## src/design/plt_ram.sv

```systemverilog
// Generic single-write, single-read RAM with a registered read port.
module plt_ram #(
  parameter int unsigned WIDTH = 8,
  parameter int unsigned DEPTH = 16
) (
  input  logic                     clk,
  input  logic                     we,
  input  logic [$clog2(DEPTH)-1:0] waddr,
  input  logic [WIDTH-1:0]         wdata,
  input  logic                     re,
  input  logic [$clog2(DEPTH)-1:0] raddr,
  output logic [WIDTH-1:0]         rdata
);

  logic [WIDTH-1:0] mem [DEPTH];

  // Write port.
  always_ff @(posedge clk) begin
    if (we) begin
      mem[waddr] <= wdata;
    end
  end

  // Read port; the data holds while no read is issued.
  always_ff @(posedge clk) begin
    if (re) begin
      rdata <= mem[raddr];
    end
  end

endmodule

```

## config.mk

```make
export PLATFORM = sky130hd
export DESIGN_NAME = plt_ram
export DESIGN_NICKNAME = d
export VERILOG_FILES = /design/src/design/plt_ram.sv
export SDC_FILE = /design/constraint.sdc
export NUM_CORES = 1
export LEC_CHECK = 0
export BUFFER_PORTS_ARGS = -buffer_cell sky130_fd_sc_hd__buf_2
export CORE_UTILIZATION = 43
export DETAILED_ROUTE_END_ITERATION = 7
export PLACE_DENSITY_LB_ADDON = 0.08
export SYNTH_ARGS = -nofsm -noshare
export SYNTH_HDL_FRONTEND = slang
export SYNTH_SLANG_ARGS = --single-unit
```

## constraint.sdc

```tcl
create_clock -name clk -period 2.1 [get_ports clk]
set_input_delay 0.525 -clock clk [delete_from_list [all_inputs] [get_ports clk]]
set_output_delay 0.525 -clock clk [all_outputs]
set_load 0.02 [all_outputs]
```

==> flow_metrics.tcl <==
set metrics [dict create \
    status "complete, but fails checks" \
    violations "DRC" \
    vias_per_cell 5.491 \
    power_density_nw_per_um2 994.7 \
    reg2reg_to "rdata[7]" \
    peakVddDrop_v 0.0005841 \
    postCtsSetupBuffers 0 \
    skew_ps 5.933 \
    wire_per_inst_um 23.53 \
    worstPathArrival_ps 1860 \
    reg2reg_from "mem[4][7]" \
    total_power_mw 6.228 \
    synth_seq_cells 136 \
    grt_pass1_vias 2571 \
    place_ws_ps -72.56 \
    post-route-period-util_pct 81.59 \
    rrSetupSlack_ps 570 \
    syn-num-nets 248 \
    grt_pass1_wl_mm 15.97 \
    layout_min_cycle_time_ps 1713 \
    syn_avg_cell_area_um2 22.83 \
    core_area_um2 11610 \
    clkSinkCount 136 \
    cts_buffer_depth 2 \
    ctsResizeCount 0 \
    crit_path_end_kind "flop" \
    fmax_mhz 583.6 \
    finish.instance_area_um2 6261 \
    final_nets 307 \
    die_h_um 112.3 \
    syn_area_um2 5228 \
    placed_area_um2 5680 \
    syn_inst 229 \
    rows 39 \
    synth.distinct_cells 18 \
    setup_viol 0 \
    drt_iter0_markers 176 \
    critPathKind "input port to flop" \
    path_max_fanout 7 \
    grt_overflow 0 \
    antenna_found_initial 0 \
    vias 2438 \
    worst_pin_slew_ps 467.6 \
    clock_latency_ps 410 \
    area_growth_pct 19.77 \
    clk_pin_slew_ps 60 \
    required_ps 2240 \
    cts_buffers 17 \
    die_w_um 112.3 \
    slew_headroom_pct 68.83 \
    drc_errors 3 \
    maxSlewViolCount 0 \
    antenna_cells 0 \
    ys_warn_count 0 \
    port_buffers 26 \
    htreeDepth 4 \
    cap_violations 0 \
    finalWirelength_mm 10.45 \
    grt_max_degree 21 \
    setup_ws_ps 386.5 \
    cp-endpoint "rdata[7]" \
    cp-start-kind "input port" \
    cts_tree "done" \
    fillers 903 \
    hold_class "input port to flop" \
    power.leakage_nw 2.134 \
    grt_usage_pct 18.51 \
    start_util_pct 45.01 \
    rsz0062_at_grt "no" \
    die_area_um2 12600 \
    startpoint "raddr[0]" \
    layout-drive-gt1-share_pct 33.22 \
    root_buffer "clkbuf_16" \
    dr.pass1.iters 6 \
    hold_viol_final 0 \
    dp_hpwl_mm 6.831 \
    holdWs_ps 494.5 \
    r2r_cells 3 \
    yosysSeqAreaShare_pct 78.12 \
    ant_nets 0 \
    min_path_cells 1 \
    cts_hold_buffers 0 \
    place_congestion 0.6961 \
    ioPinCount 27 \
]
==> Yosys cell counts (all sizes together) <==
cell type,number,area (µm²)
edfxtp,136,4084
nor3,4,20.02
nor2b,1,6.260
mux4,32,773.2
a22oi,16,120.1
or3b,1,8.760
clkdlybuf4s25,3,30.03
nor2,13,48.80
buf,7,56.30
nand3,1,5.000
nand3b,2,15.01
nand2,9,33.78
and2,1,6.260
nand2b,2,12.51
and2b,1,7.510
==> how the worst min path moves through the flow <==
stage | start | to | slack, ps
2_1_floorplan | wdata[0] | mem[0][0] | 620
3_3_place_gp | mem[15][0] | rdata[0] | 740
3_5_place_dp | mem[14][0] | rdata[0] | 740
4_1_cts | wdata[6] | mem[5][6] | 480
5_1_grt | wdata[6] | mem[0][6] | 480
6_report | wdata[6] | mem[0][6] | 490
==> metal layers <==
metal	share of wire (%)	track usage [%]	vias to the layer above
met2	45	26.58	66
met1	49	27.58	1259
met4	0.81	6.311	0
li1	-	-	1106
met5	0	0	-
met3	4.9	4.968	7
==> power breakdown <==
group | internal, mW | switching [mW]
Clock | 1.75 | 1.10
Combinational | 0.130 | 0.180
Sequential | 3.06 | 0.0151
==> kinds of logic after synthesis <==
group           count (synthesis)  share of synthesized area [%]
compound gates                 16                          2.298
flops                         136                          78.12
simple gates                   35                          3.136
buf+inv                        10                          1.651
mux                            32                          14.79
==> registers in the layout, summed over array words and instances (netlist names) <==
signal and cells:
mem 128, rdata 8
==> per-stage QoR <==
stage | TNS, ps | std cells | util [%]
final | 0 | 444 | 53.91
after CTS | 0 | 444 | 53.91
after global placement | -50.70 | 412 | 48.91
after floorplan | 0 | 229 | -
after detailed placement | -72.56 | 412 | 48.91
after global routing | 0 | 444 | 53.91
==> layout by cell type, fill, tap and decap left out, types with 2 or more instances in the layout <==
cell type / netlist / layout
a22oi_1: 16 / 16
nand2_1: 9 / 9
mux4_1: 14 / 14
nand3b_1: 2 / 2
nand2b_1: 2 / 2
clkinv_4: 0 / 6
edfxtp_1: 136 / 136
nor2_1: 13 / 13
buf_2: 3 / 26
clkinvlp_4: 0 / 2
buf_12: 0 / 4
mux4_2: 18 / 18
bufinv_16: 0 / 2
clkbuf_16: 0 / 17
buf_4: 1 / 20
nor3_1: 4 / 4
clkinv_2: 0 / 3
==> critical path: stages <==
cell and delay (ps):
buf_2 150, buf_4 220, mux4_2 570, a22oi_1 280, nand2_1 100
==> area by class of cell <==
type	count	area (µm²)	area share (%)
flip-flops and latches	136	4084	65.23
multi-input cells	83	1057	16.89
clock buffers	17	425.4	6.795
repair buffers	50	360.3	5.755
well taps	143	178.9	2.858
clock inverters	15	155.1	2.478
No activity file was read; power rests on OpenSTA's default activity.
